--- src/rtl/core/seven_segment_scan_driver_core_defines.svh ---
// Assertion macros shared by the seven-segment scan driver core.
// Depends on a clock named clk and an active-low reset named rst_n in the using module.
`ifndef SEVEN_SEGMENT_SCAN_DRIVER_CORE_DEFINES_SVH
`define SEVEN_SEGMENT_SCAN_DRIVER_CORE_DEFINES_SVH
`ifndef SYNTHESIS
`define SSSD_ASSERT_NOW(label, ante, cons) \
    label: assert property (@(posedge clk) disable iff (!rst_n) (ante) |-> (cons)) \
        else $error("seven segment scan driver check failed");
`define SSSD_ASSERT_NEXT(label, ante, cons) \
    label: assert property (@(posedge clk) disable iff (!rst_n) (ante) |=> (cons)) \
        else $error("seven segment scan driver check failed");
`else
`define SSSD_ASSERT_NOW(label, ante, cons)
`define SSSD_ASSERT_NEXT(label, ante, cons)
`endif
`endif

--- src/rtl/core/sssd_pkg.sv ---
// Shared types, constants and the segment table of the seven-segment scan driver.
// Used by every module of the core; depends on nothing else.
package sssd_pkg;

    localparam int DIGITS = 8;
    localparam int MAX_CHARS_DEFAULT = 16;

    localparam logic [1:0] CFG_TEXT_FIRST = 2'd0;
    localparam logic [1:0] CFG_TEXT_LAST  = 2'd1;
    localparam logic [1:0] CFG_START_POS  = 2'd2;

    localparam logic [7:0] SEG_POINT = 8'h80;
    localparam logic [7:0] SEG_BLANK = 8'h00;

    localparam logic [7:0] SEG_TABLE [30] = '{
        8'h3f, 8'h06, 8'h5b, 8'h4f, 8'h66,
        8'h6d, 8'h7d, 8'h07, 8'h7f, 8'h6f,
        8'h77, 8'h7c, 8'h58, 8'h5e, 8'h79,
        8'h71, 8'h76, 8'h30, 8'h0e, 8'h38,
        8'h54, 8'h3f, 8'h73, 8'h67, 8'h50,
        8'h6d, 8'h3e, 8'h3e, 8'h6e, 8'h40
    };

    typedef struct packed {
        logic       frame_end;
        logic       digit_driven;
        logic [7:0] segments;
        logic [2:0] digit_select;
    } sssd_result_t;

endpackage

--- src/rtl/core/seven_segment_scan_driver_core.sv ---
// Seven-segment scan driver core: configuration registers, input and result registers.
// Depends on sssd_pkg, sssd_scan_state and the assertion macro header.
// A tick is held in the input register, and its result then in the result register, which offers it.
// Throughput: one tick per cycle while m_tready is high; the result register frees as its content transfers.
// Reset clears the scan state and point marks, the text to zeros and the start position to 1.
// Configuration writes are taken in every cycle and need no clearing pass.
`include "seven_segment_scan_driver_core_defines.svh"
module seven_segment_scan_driver_core
    import sssd_pkg::*;
#(
    parameter int MAX_CHARS = MAX_CHARS_DEFAULT
)
(
    input  logic        clk,
    input  logic        rst_n,
    input  logic        s_tvalid,
    output logic        s_tready,
    input  logic [7:0]  s_tdata,    // bit 0: tick
    output logic        m_tvalid,
    input  logic        m_tready,
    output logic [15:0] m_tdata,    // bits 2:0 digit_select, 10:3 segments
    output logic        m_tuser,    // bit 0: digit_driven
    output logic        m_tlast,    // frame_end
    input  logic        cfg_valid,
    output logic        cfg_ready,
    input  logic [1:0]  cfg_index,
    input  logic [63:0] cfg_data
);

    logic [63:0]  text_first_reg;
    logic [63:0]  text_last_reg;
    logic [3:0]   start_pos_reg;
    logic         in_valid_reg;
    logic         in_valid_next;
    logic         in_tick_reg;
    logic         out_valid_reg;
    logic         out_valid_next;
    sssd_result_t out_data_reg;
    sssd_result_t step_result;
    logic         advance;

    assign cfg_ready = 1'b1;
    assign advance   = in_valid_reg && (!out_valid_reg || m_tready);
    assign s_tready  = !in_valid_reg || advance;

    always_ff @(posedge clk or negedge rst_n)
    begin
        if (!rst_n)
        begin
            text_first_reg <= '0;
            text_last_reg  <= '0;
            start_pos_reg  <= 4'd1;
        end
        else if (cfg_valid && cfg_ready)
        begin
            case (cfg_index)
                CFG_TEXT_FIRST: text_first_reg <= cfg_data;
                CFG_TEXT_LAST:  text_last_reg  <= cfg_data;
                CFG_START_POS:  start_pos_reg  <= cfg_data[3:0];
                default:        ;
            endcase
        end
    end

    sssd_scan_state #(
        .MAX_CHARS (MAX_CHARS)
    ) u_scan_state (
        .clk              (clk),
        .rst_n            (rst_n),
        .step             (advance),
        .tick             (in_tick_reg),
        .text_first_eight (text_first_reg),
        .text_last_eight  (text_last_reg),
        .start_position   (start_pos_reg),
        .result           (step_result)
    );

    always_comb
    begin
        in_valid_next = in_valid_reg;
        if (s_tvalid && s_tready)
        begin
            in_valid_next = 1'b1;
        end
        else if (advance)
        begin
            in_valid_next = 1'b0;
        end
        out_valid_next = out_valid_reg;
        if (advance)
        begin
            out_valid_next = 1'b1;
        end
        else if (m_tready)
        begin
            out_valid_next = 1'b0;
        end
    end

    always_ff @(posedge clk or negedge rst_n)
    begin
        if (!rst_n)
        begin
            in_valid_reg  <= 1'b0;
            out_valid_reg <= 1'b0;
        end
        else
        begin
            in_valid_reg  <= in_valid_next;
            out_valid_reg <= out_valid_next;
        end
    end

    always_ff @(posedge clk)
    begin
        if (s_tvalid && s_tready)
        begin
            in_tick_reg <= s_tdata[0];
        end
        if (advance)
        begin
            out_data_reg <= step_result;
        end
    end

    assign m_tvalid = out_valid_reg;
    assign m_tdata  = {5'b00000, out_data_reg.segments, out_data_reg.digit_select};
    assign m_tuser  = out_data_reg.digit_driven;
    assign m_tlast  = out_data_reg.frame_end;

    `SSSD_ASSERT_NOW(a_skip_is_blank, m_tvalid && !m_tuser, m_tdata[10:0] == 11'd0)
    `SSSD_ASSERT_NOW(a_stall_blocks_input, in_valid_reg && out_valid_reg && !m_tready, !s_tready)
    `SSSD_ASSERT_NEXT(a_advance_fills_output, advance, m_tvalid)

endmodule

--- src/rtl/core/sssd_char_decode.sv ---
// Case-insensitive ASCII to seven-segment decoder.
// Depends on sssd_pkg for the segment table.
module sssd_char_decode
    import sssd_pkg::*;
(
    input  logic [7:0] char_code,
    output logic [7:0] segments
);

    logic [7:0] upper_code;
    logic [7:0] digit_offset;

    assign digit_offset = char_code - 8'h30;

    always_comb
    begin
        if (char_code >= "a" && char_code <= "z")
        begin
            upper_code = char_code - 8'h20;
        end
        else
        begin
            upper_code = char_code;
        end
    end

    always_comb
    begin
        if (char_code >= "0" && char_code <= "9")
        begin
            segments = SEG_TABLE[5'(digit_offset)];
        end
        else
        begin
            case (upper_code)
                "A":     segments = SEG_TABLE[10];
                "B":     segments = SEG_TABLE[11];
                "C":     segments = SEG_TABLE[12];
                "D":     segments = SEG_TABLE[13];
                "E":     segments = SEG_TABLE[14];
                "F":     segments = SEG_TABLE[15];
                "H":     segments = SEG_TABLE[16];
                "I":     segments = SEG_TABLE[17];
                "J":     segments = SEG_TABLE[18];
                "L":     segments = SEG_TABLE[19];
                "N":     segments = SEG_TABLE[20];
                "O":     segments = SEG_TABLE[21];
                "P":     segments = SEG_TABLE[22];
                "Q":     segments = SEG_TABLE[23];
                "R":     segments = SEG_TABLE[24];
                "S":     segments = SEG_TABLE[25];
                "U":     segments = SEG_TABLE[26];
                "V":     segments = SEG_TABLE[27];
                "Y":     segments = SEG_TABLE[28];
                "-":     segments = SEG_TABLE[29];
                default: segments = SEG_BLANK;
            endcase
        end
    end

endmodule

--- src/rtl/core/sssd_scan_state.sv ---
// Scan state of the driver: character index, point count and point marks, with the
// per-tick step logic. Depends on sssd_pkg and sssd_char_decode.
module sssd_scan_state
    import sssd_pkg::*;
#(
    parameter int MAX_CHARS = MAX_CHARS_DEFAULT
)
(
    input  logic         clk,
    input  logic         rst_n,
    input  logic         step,
    input  logic         tick,
    input  logic [63:0]  text_first_eight,
    input  logic [63:0]  text_last_eight,
    input  logic [3:0]   start_position,
    output sssd_result_t result
);

    localparam int IDX_W = $clog2(MAX_CHARS);

    logic [IDX_W-1:0]     char_index_reg;
    logic [IDX_W-1:0]     char_index_next;
    logic [3:0]           point_count_reg;
    logic [3:0]           point_count_next;
    logic [MAX_CHARS-1:0] point_marks_reg;
    logic [MAX_CHARS-1:0] point_marks_next;

    logic [127:0] text_all;
    logic [3:0]   index_wide;
    logic [7:0]   char_code;
    logic [7:0]   decoded;
    logic         last_slot;
    logic         is_point;
    logic [5:0]   position;
    logic         finish;

    assign text_all   = {text_last_eight, text_first_eight};
    assign index_wide = 4'(char_index_reg);
    assign char_code  = text_all[{index_wide, 3'b000} +: 8];
    assign last_slot  = (char_index_reg == IDX_W'(MAX_CHARS - 1));
    assign is_point   = (char_code == ".");
    assign position   = {2'b00, start_position} + {2'b00, index_wide} - {2'b00, point_count_reg};

    sssd_char_decode u_decode (
        .char_code (char_code),
        .segments  (decoded)
    );

    always_comb
    begin
        result           = '0;
        char_index_next  = char_index_reg;
        point_count_next = point_count_reg;
        point_marks_next = point_marks_reg;
        finish           = 1'b0;
        if (tick)
        begin
            if (is_point)
            begin
                if (char_index_reg != '0)
                begin
                    point_marks_next[char_index_reg - 1'b1] = 1'b1;
                end
                if (point_count_reg != 4'hf)
                begin
                    point_count_next = point_count_reg + 4'd1;
                end
                finish = last_slot;
            end
            else
            begin
                result.digit_select = 3'(DIGITS) - position[2:0];
                result.segments     = decoded | (point_marks_reg[char_index_reg] ? SEG_POINT
                                                                                 : SEG_BLANK);
                result.digit_driven = 1'b1;
                finish = (position == 6'(DIGITS)) || (char_code == 8'h00) || last_slot;
                if (finish && point_count_reg == 4'd0)
                begin
                    point_marks_next = '0;
                end
            end
            result.frame_end = finish;
            if (finish)
            begin
                char_index_next  = '0;
                point_count_next = 4'd0;
            end
            else
            begin
                char_index_next = char_index_reg + 1'b1;
            end
        end
    end

    always_ff @(posedge clk or negedge rst_n)
    begin
        if (!rst_n)
        begin
            char_index_reg  <= '0;
            point_count_reg <= 4'd0;
            point_marks_reg <= '0;
        end
        else if (step)
        begin
            char_index_reg  <= char_index_next;
            point_count_reg <= point_count_next;
            point_marks_reg <= point_marks_next;
        end
    end

endmodule

--- config.mk ---
export PLATFORM = sky130hd
export DESIGN_NAME = seven_segment_scan_driver_core
export DESIGN_NICKNAME = d
export VERILOG_FILES = /design/src/rtl/core/sssd_pkg.sv /design/src/rtl/core/seven_segment_scan_driver_core.sv /design/src/rtl/core/sssd_char_decode.sv /design/src/rtl/core/sssd_scan_state.sv
export VERILOG_INCLUDE_DIRS = /design/src /design/src/rtl/core
export SDC_FILE = /design/constraint.sdc
export NUM_CORES = 1
export LEC_CHECK = 0
export BUFFER_PORTS_ARGS = -buffer_cell sky130_fd_sc_hd__buf_2
export CAP_MARGIN = 5
export CORE_MARGIN = 2
export CORE_UTILIZATION = 29
export DETAILED_ROUTE_END_ITERATION = 6
export GPL_TIMING_DRIVEN = 1
export PLACE_DENSITY_LB_ADDON = 0.08
export SLEW_MARGIN = 20
export SYNTH_ARGS = -nofsm -noshare
export SYNTH_HDL_FRONTEND = slang
export SYNTH_SLANG_ARGS = --single-unit
export TNS_END_PERCENT = 30
--- constraint.sdc ---
create_clock -name clk -period 11.4 [get_ports clk]
set_input_delay 1.71 -clock clk [delete_from_list [all_inputs] [get_ports clk]]
set_output_delay 1.71 -clock clk [all_outputs]
set_load 0.01 [all_outputs]
# == Yosys cells after proc, flatten, opt, wreduce, memory -nomap -nowiden ==
# Memories as Yosys holds them, arrays and structs flattened.
# Index checks and enable logic that the tools add are counted.
# word_totals
ff_bits,172
mem_bits_ro,256
out_inout_bits,21
word_cells,115
n_memories,1
# classes
n_addsub,8
n_lt_le_gt_ge,8
eq_ne,27
shift,1
n_mux,24
bitwise_logic,4
reduce_logical,29
# mem_list
name,depth,width,read_ports,rd_ports_with_merged_regs,write_ports,line_no,rtl
(no name shown),32,8,1,0,0,sssd_char_decode.sv:31,segments = SEG_TABLE[5'(digit_offset)];
# op_table
operator,count
equality test 8 x 7 -> 1 bit (second input constant),19
case mux 7 bit (19 select lines),1
variable part select 128 x 8 -> 8 bit,1
2-to-1 mux 16 bit,3
2-to-1 mux 8 bit,5
equality test 8 x 6 -> 1 bit (second input constant),2
2-to-1 mux 4 bit,4
OR 16 bit,1
2-to-1 mux 12 bit,1
less-than comparator 4 x 5 -> 1 bit (second input constant),2
nonzero test 2 bit,5
adder 4 x 1 -> 4 bit (second input constant),2
>= comparator 8 x 6 -> 1 bit (second input constant),1
>= comparator 8 x 7 -> 1 bit (second input constant),1
<= comparator 8 x 6 -> 1 bit (second input constant),1
<= comparator 8 x 7 -> 1 bit (second input constant),1
logical NOT 8 bit,1
2-to-1 mux 1 bit,8
OR 8 bit,1
AND reduction 2 bit,4
AND reduction 4 bit,2
subtractor 8 x 6 -> 8 bit (second input constant),1
equality test 6 x 4 -> 1 bit (second input constant),1
>= comparator 6 bit (second input constant),1
22 further kinds,32

# == Depth between registers and ports, before layout ==
# depth
word_depth,10
mapped_depth,16
depth_no_buf,12

# == Hierarchy ==
# From an unflattened synthesis, not the netlist that was laid out.
# unflattened
cells_unflattened,699
area_unflattened_um2,9404.0
# modules_own_cells
mod,instances,cells_per_inst,area_per_inst_um2,seq_area_each_um2
seven_segment_scan_driver_core,1,311,5886.9,3774.9
sssd_scan_state,1,258,2695.1,600.6
sssd_char_decode,1,130,822.0,0.0

# == Least setup slack after synthesis ==
# Ideal clock, no wire load.
# synth_path
path_kind,reg2reg
start,reg u_scan_state.char_index_reg[1]
end,reg u_scan_state.point_marks_reg[10]
arrival_time_ns,4.099
t_required_ns,11.279
setup_slack_ns,7.180
stages_incl_launch_ff,14
period_less_slack_ns,4.220
path_cell_list,dfrtp_1 > clkbuf_1 > clkbuf_1 > clkbuf_1 > mux4_2 > a221oi_1 > ha_1 > inv_1 > nor4_2 > o21bai_1 > or4_1 > buf_2 > buf_6 > a22o_1
# synth_via
elab_chain_cells,8
elab_cells_between_ends,23
cone_classes,add/sub: 3; order compare: 2; eq/ne: 4; shift: 1; mux: 4; bitwise: 1; reduce/logical: 8
# synth_lines
item,line_no,rtl
start: declaration,sssd_scan_state.sv:21,logic [IDX_W-1:0] char_index_reg;
start signal: assignment,sssd_scan_state.sv:105,char_index_reg <= char_index_next;
adder 4 x 4 -> 5 bit / subtractor 4 x 1 -> 4 bit (equally long branches),"sssd_scan_state.sv:42, sssd_scan_state.sv:62",
subtractor 6 x 4 -> 6 bit (tied with other cells),sssd_scan_state.sv:42,"assign position = {2'b00, start_position} + {2'b00, index_wide} - {2'b00, point_count_reg};"
equality test 6 x 4 -> 1 bit / logical AND 1 bit (equally long branches),"sssd_scan_state.sv:76, sssd_scan_state.sv:62",
logical OR 1 bit / 2-to-1 mux 1 bit (equally long branches),"sssd_scan_state.sv:76, sssd_scan_state.sv:62",
logical OR 1 bit / demux 1 bit (select 4 bit) (equally long branches),--,
logical AND 1 bit / OR 16 bit (equally long branches),--,
nonzero test 2 bit (no line) / 2-to-1 mux 16 bit (equally long branches),--,
AND reduction 4 bit (no line) / 2-to-1 mux 16 bit (equally long branches),--,
end signal: assignment,sssd_scan_state.sv:107,point_marks_reg <= point_marks_next;
end: declaration,sssd_scan_state.sv:25,logic [MAX_CHARS-1:0] point_marks_reg;
# Several ways; a longest one is shown, not always the timed one. The select of a mux whose other input is x is not followed.
# A chain may end at the register's enable or synchronous reset.

# == Worst setup path in the final report ==
# layout_path
start,reg u_scan_state.char_index_reg[0]
end,reg u_scan_state.point_marks_reg[8]
# Same word-level chain as after synthesis.

==> out/metrics.csv <==
stage,metric,value,unit
status,status,finished clean,
finish,Final Net Count,884,
pwr,Worst VDD drop,0.125,mV
finish,layout cells sized above 1,39.2,%
yosys,Yosys cell types,67,
floorplanning,Die X-Extent,181,um
placed_design,pre-CTS WS,5.81,ns
placed_design,Post-DP HPWL,16700,um
clock_network,CTS Buf Count,17,
yosys,leading area contributor after synthesis,dfrtp_1,
flow_run,# Max-Cap Violations,0,
sta,max-slew violation count,0,
routing,drt drc,0,
sta,Fin Setup TNS,0,ns
sta,worst rel slew slack,35.9,%
yosys,Syn Inst Count,710,
min_path,Hold EP,u_scan_state.point_marks_reg[11]$_DFFE_PN0P_,
yosys,dominant cells by area after synthesis,"dfrtp_1 (43%), mux2_2 (17%), mux4_2 (7.9%)",
yosys,#FFs+latches synth,172,
finish,fin cells,1192,
worst_setup_path,r2r endpoint,u_scan_state.point_marks_reg[8]$_DFFE_PN0P_,
clock_network,CTS H-tree lvls,4,
routing,WL met1,10900,um
routing,Vias,6120,
clock_network,clk_lat worst skew,0.44,ns
routing,met3 wire len,959,um
pwr,leakage,4.35,nW
floorplanning,Std-Cell Rows,64,
sta,Peak Freq,0.180,GHz
sta,Tmin final,5.55,ns
global_route,number of global-route vias before repair,6665,
routing,drt first-iter violations,386,
finish,Final Cell Area,0.0105,mm2
yosys,Synth Cell Area,0.00909,mm2
clock_network,post-cts sizing count,0,
worst_setup_path,Required @ worst endpoint,11.71,ns
sta,Slew @ Worst Pin,0.962,ns
clock_network,clock slew at reported path FFs,0.07,ns
sta,final setup fails,0,
global_route,All-Layer GR Usage,15.2,%
worst_setup_path,CP Capture Type,flop,
yosys,asr flop ratio synth,91.9,%
sta,Clock Skew,0.0170,ns
floorplanning,I/O Pins,100,
finish,Area Overhead vs Synth,15.2,%
worst_setup_path,Max Fanout on Critical Path,36,
routing,wire per inst,20.2,um
sta,final hold viol count,0,
clock_network,hold_buf cts,0,
clock_network,post-CTS setup buffer count,0,
floorplanning,Chip Height,181,um
global_route,GRT overflow,0,
worst_setup_path,WP data arrival,5.86,ns
worst_setup_path,CP Launch Type,flop,
routing,Highest Signal Layer,met5,
clock_network,CTS root buffer,clkbuf_16,
yosys,syn_area_per_cell,12.8,um2
routing,drt total wl,24100,um
pwr,Power per Cell Area,290,mW/mm2
routing,met2 WL,12100,um
clock_network,CTS tree,yes,
min_path,cell count of the worst hold path,1,
worst_setup_path,Worst Reg2Reg Path Length in Cells,9,
min_path,worst hold path class,flop to flop,
clock_network,TritonCTS sink count,172,
placed_design,IO buf count,86,
global_route,largest net degree at the start of global routing,85,
placed_design,Placed Instances,1158,
yosys,"Seq/Total Area, Yosys",48.1,%
sta,period utilisation layout,48.7,%
worst_setup_path,R2R Path Start,u_scan_state.char_index_reg[0]$_DFFE_PN0P_,
finish,most common library cell in the layout ignoring fill and taps,dfrtp_1,
routing,router iterations before antenna repair,4,
floorplanning,CORE AREA,0.0307,mm2
routing,"antenna viol nets, final",0,
routing,vias per cell,5.13,
sta,Final WS setup,5.85,ns
yosys,number of synthesized flops with an enable pin,14,
min_path,min-delay src,u_scan_state.point_marks_reg[11]$_DFFE_PN0P_,
floorplanning,Initial Util,29.6,%
placed_design,Final GP Congestion,0.806,
floorplanning,area of the die,0.0328,mm2
sta,RSZ-0062 raised after global routing,no,
finish,most frequent cells in the layout,"dfrtp_1 (155), mux2_2 (137), buf_2 (85), mux4_2 (32), nor2_1 (29)",
worst_setup_path,CP Class,flop to flop,
worst_setup_path,r2r setup slk,5.85,ns
global_route,global-route wire length before repair,38400,um
yosys,Yosys warnings,0,
global_route,antenna violations before repair,4,
placed_design,Placement Cell Area,0.00988,mm2
clock_network,CTS Buffer Depth,2,
yosys,ys flop type,dfrtp_1,
yosys,top-area cell type share of the netlist area,43.2,%
layout make-up:
class	count	area, um2
timing repair buffer	94	497
fill	3086	20300
clock buffer	20	447
clock inverter	12	139
multi-input combinational	478	4440
inverter	18	67.6
antenna	2	5.00
tap	396	495
sequential	172	4380
Yosys cell counts (3+ instances only):
master / instances
dfrtp_1: 157
mux2_2: 137
mux4_2: 32
clkbuf_1: 30
nor2_1: 29
nand2_1: 24
a22o_1: 22
ha_1: 22
a21oi_1: 21
o21ai_0: 16
mux2i_1: 15
edfxtp_1: 14
inv_1: 14
o21ai_1: 12
nor3_1: 11
o22ai_1: 9
nand3_1: 8
and2_1: 7
nor2b_1: 7
o21a_1: 7
buf_4: 6
nand2b_1: 6
o211ai_1: 6
a221oi_1: 5
a2111oi_0: 4
a21o_1: 4
and3_1: 4
buf_1: 4
buf_6: 4
xnor2_1: 4
xor2_1: 4
a211oi_1: 3
a2bb2oi_1: 3
inv_2: 3
nand3b_1: 3
nor3b_1: 3
nor4_1: 3
o21bai_1: 3
o31ai_1: 3
or2_2: 3
or3_1: 3
worst max-delay path, cell delays in order, from the launching register on:
cell and delay, ns:
dfrtp_2 0.68, buf_4 0.65, mux4_2 0.58, a221oi_1 0.82, ha_1 0.48, inv_1 0.27
nor4_2 0.54, o21bai_1 0.18, or4_1 0.82, a22o_1 0.36
logic make-up after synthesis:
group,count (synthesis),share of synthesized area (%)
AO/OA/AOI/OAI,135,10.6
XOR/XNOR,8,0.771
adder cells (fa/ha/maj),24,3.47
buffers and inverters,64,3.25
flip-flops,172,48.1
multiplexers,187,27.1
other,2,0.0826
AND/OR/NAND/NOR,118,6.59
where the power goes:
group	switching, mW	internal, mW	total (mW)
clock network	0.259	0.332	0.591
registers	0.0945	0.740	0.835
logic	0.959	0.654	1.61
how the worst max path moves through the flow:
stage	from	to	slack [ns]	cells after the start
2_1_floorplan	u_scan_state.char_index_reg[1]$_DFFE_PN0P_	u_scan_state.point_marks_reg[10]$_DFFE_PN0P_	7.18	13
3_3_place_gp	u_scan_state.char_index_reg[0]$_DFFE_PN0P_	u_scan_state.point_marks_reg[2]$_DFFE_PN0P_	5.85	9
3_5_place_dp	u_scan_state.char_index_reg[0]$_DFFE_PN0P_	u_scan_state.point_marks_reg[7]$_DFFE_PN0P_	5.81	9
4_1_cts	u_scan_state.char_index_reg[0]$_DFFE_PN0P_	u_scan_state.point_marks_reg[8]$_DFFE_PN0P_	5.75	9
5_1_grt	u_scan_state.char_index_reg[0]$_DFFE_PN0P_	u_scan_state.point_marks_reg[8]$_DFFE_PN0P_	5.48	10
6_report	u_scan_state.char_index_reg[0]$_DFFE_PN0P_	u_scan_state.point_marks_reg[8]$_DFFE_PN0P_	5.85	9
metal layers:
metal	GRT usage (%)	up-vias
li1	-	2815
met5	0	-
met3	3.20	8
met1	19.7	3169
met2	26.1	124
met4	3.54	4
stage by stage:
stage | power (mW) | util, % | hold WS (ns)
floorplan | 1.99 | - | 0.459
CTS | 3.06 | 34.0 | 0.495
global route | 3.26 | 34.0 | 0.514
finish | 3.04 | 34.0 | 0.490
global placement | 2.43 | 32.1 | 0.474
detailed placement | 2.45 | 32.1 | 0.479
No activity file was read; power rests on OpenSTA's default activity.
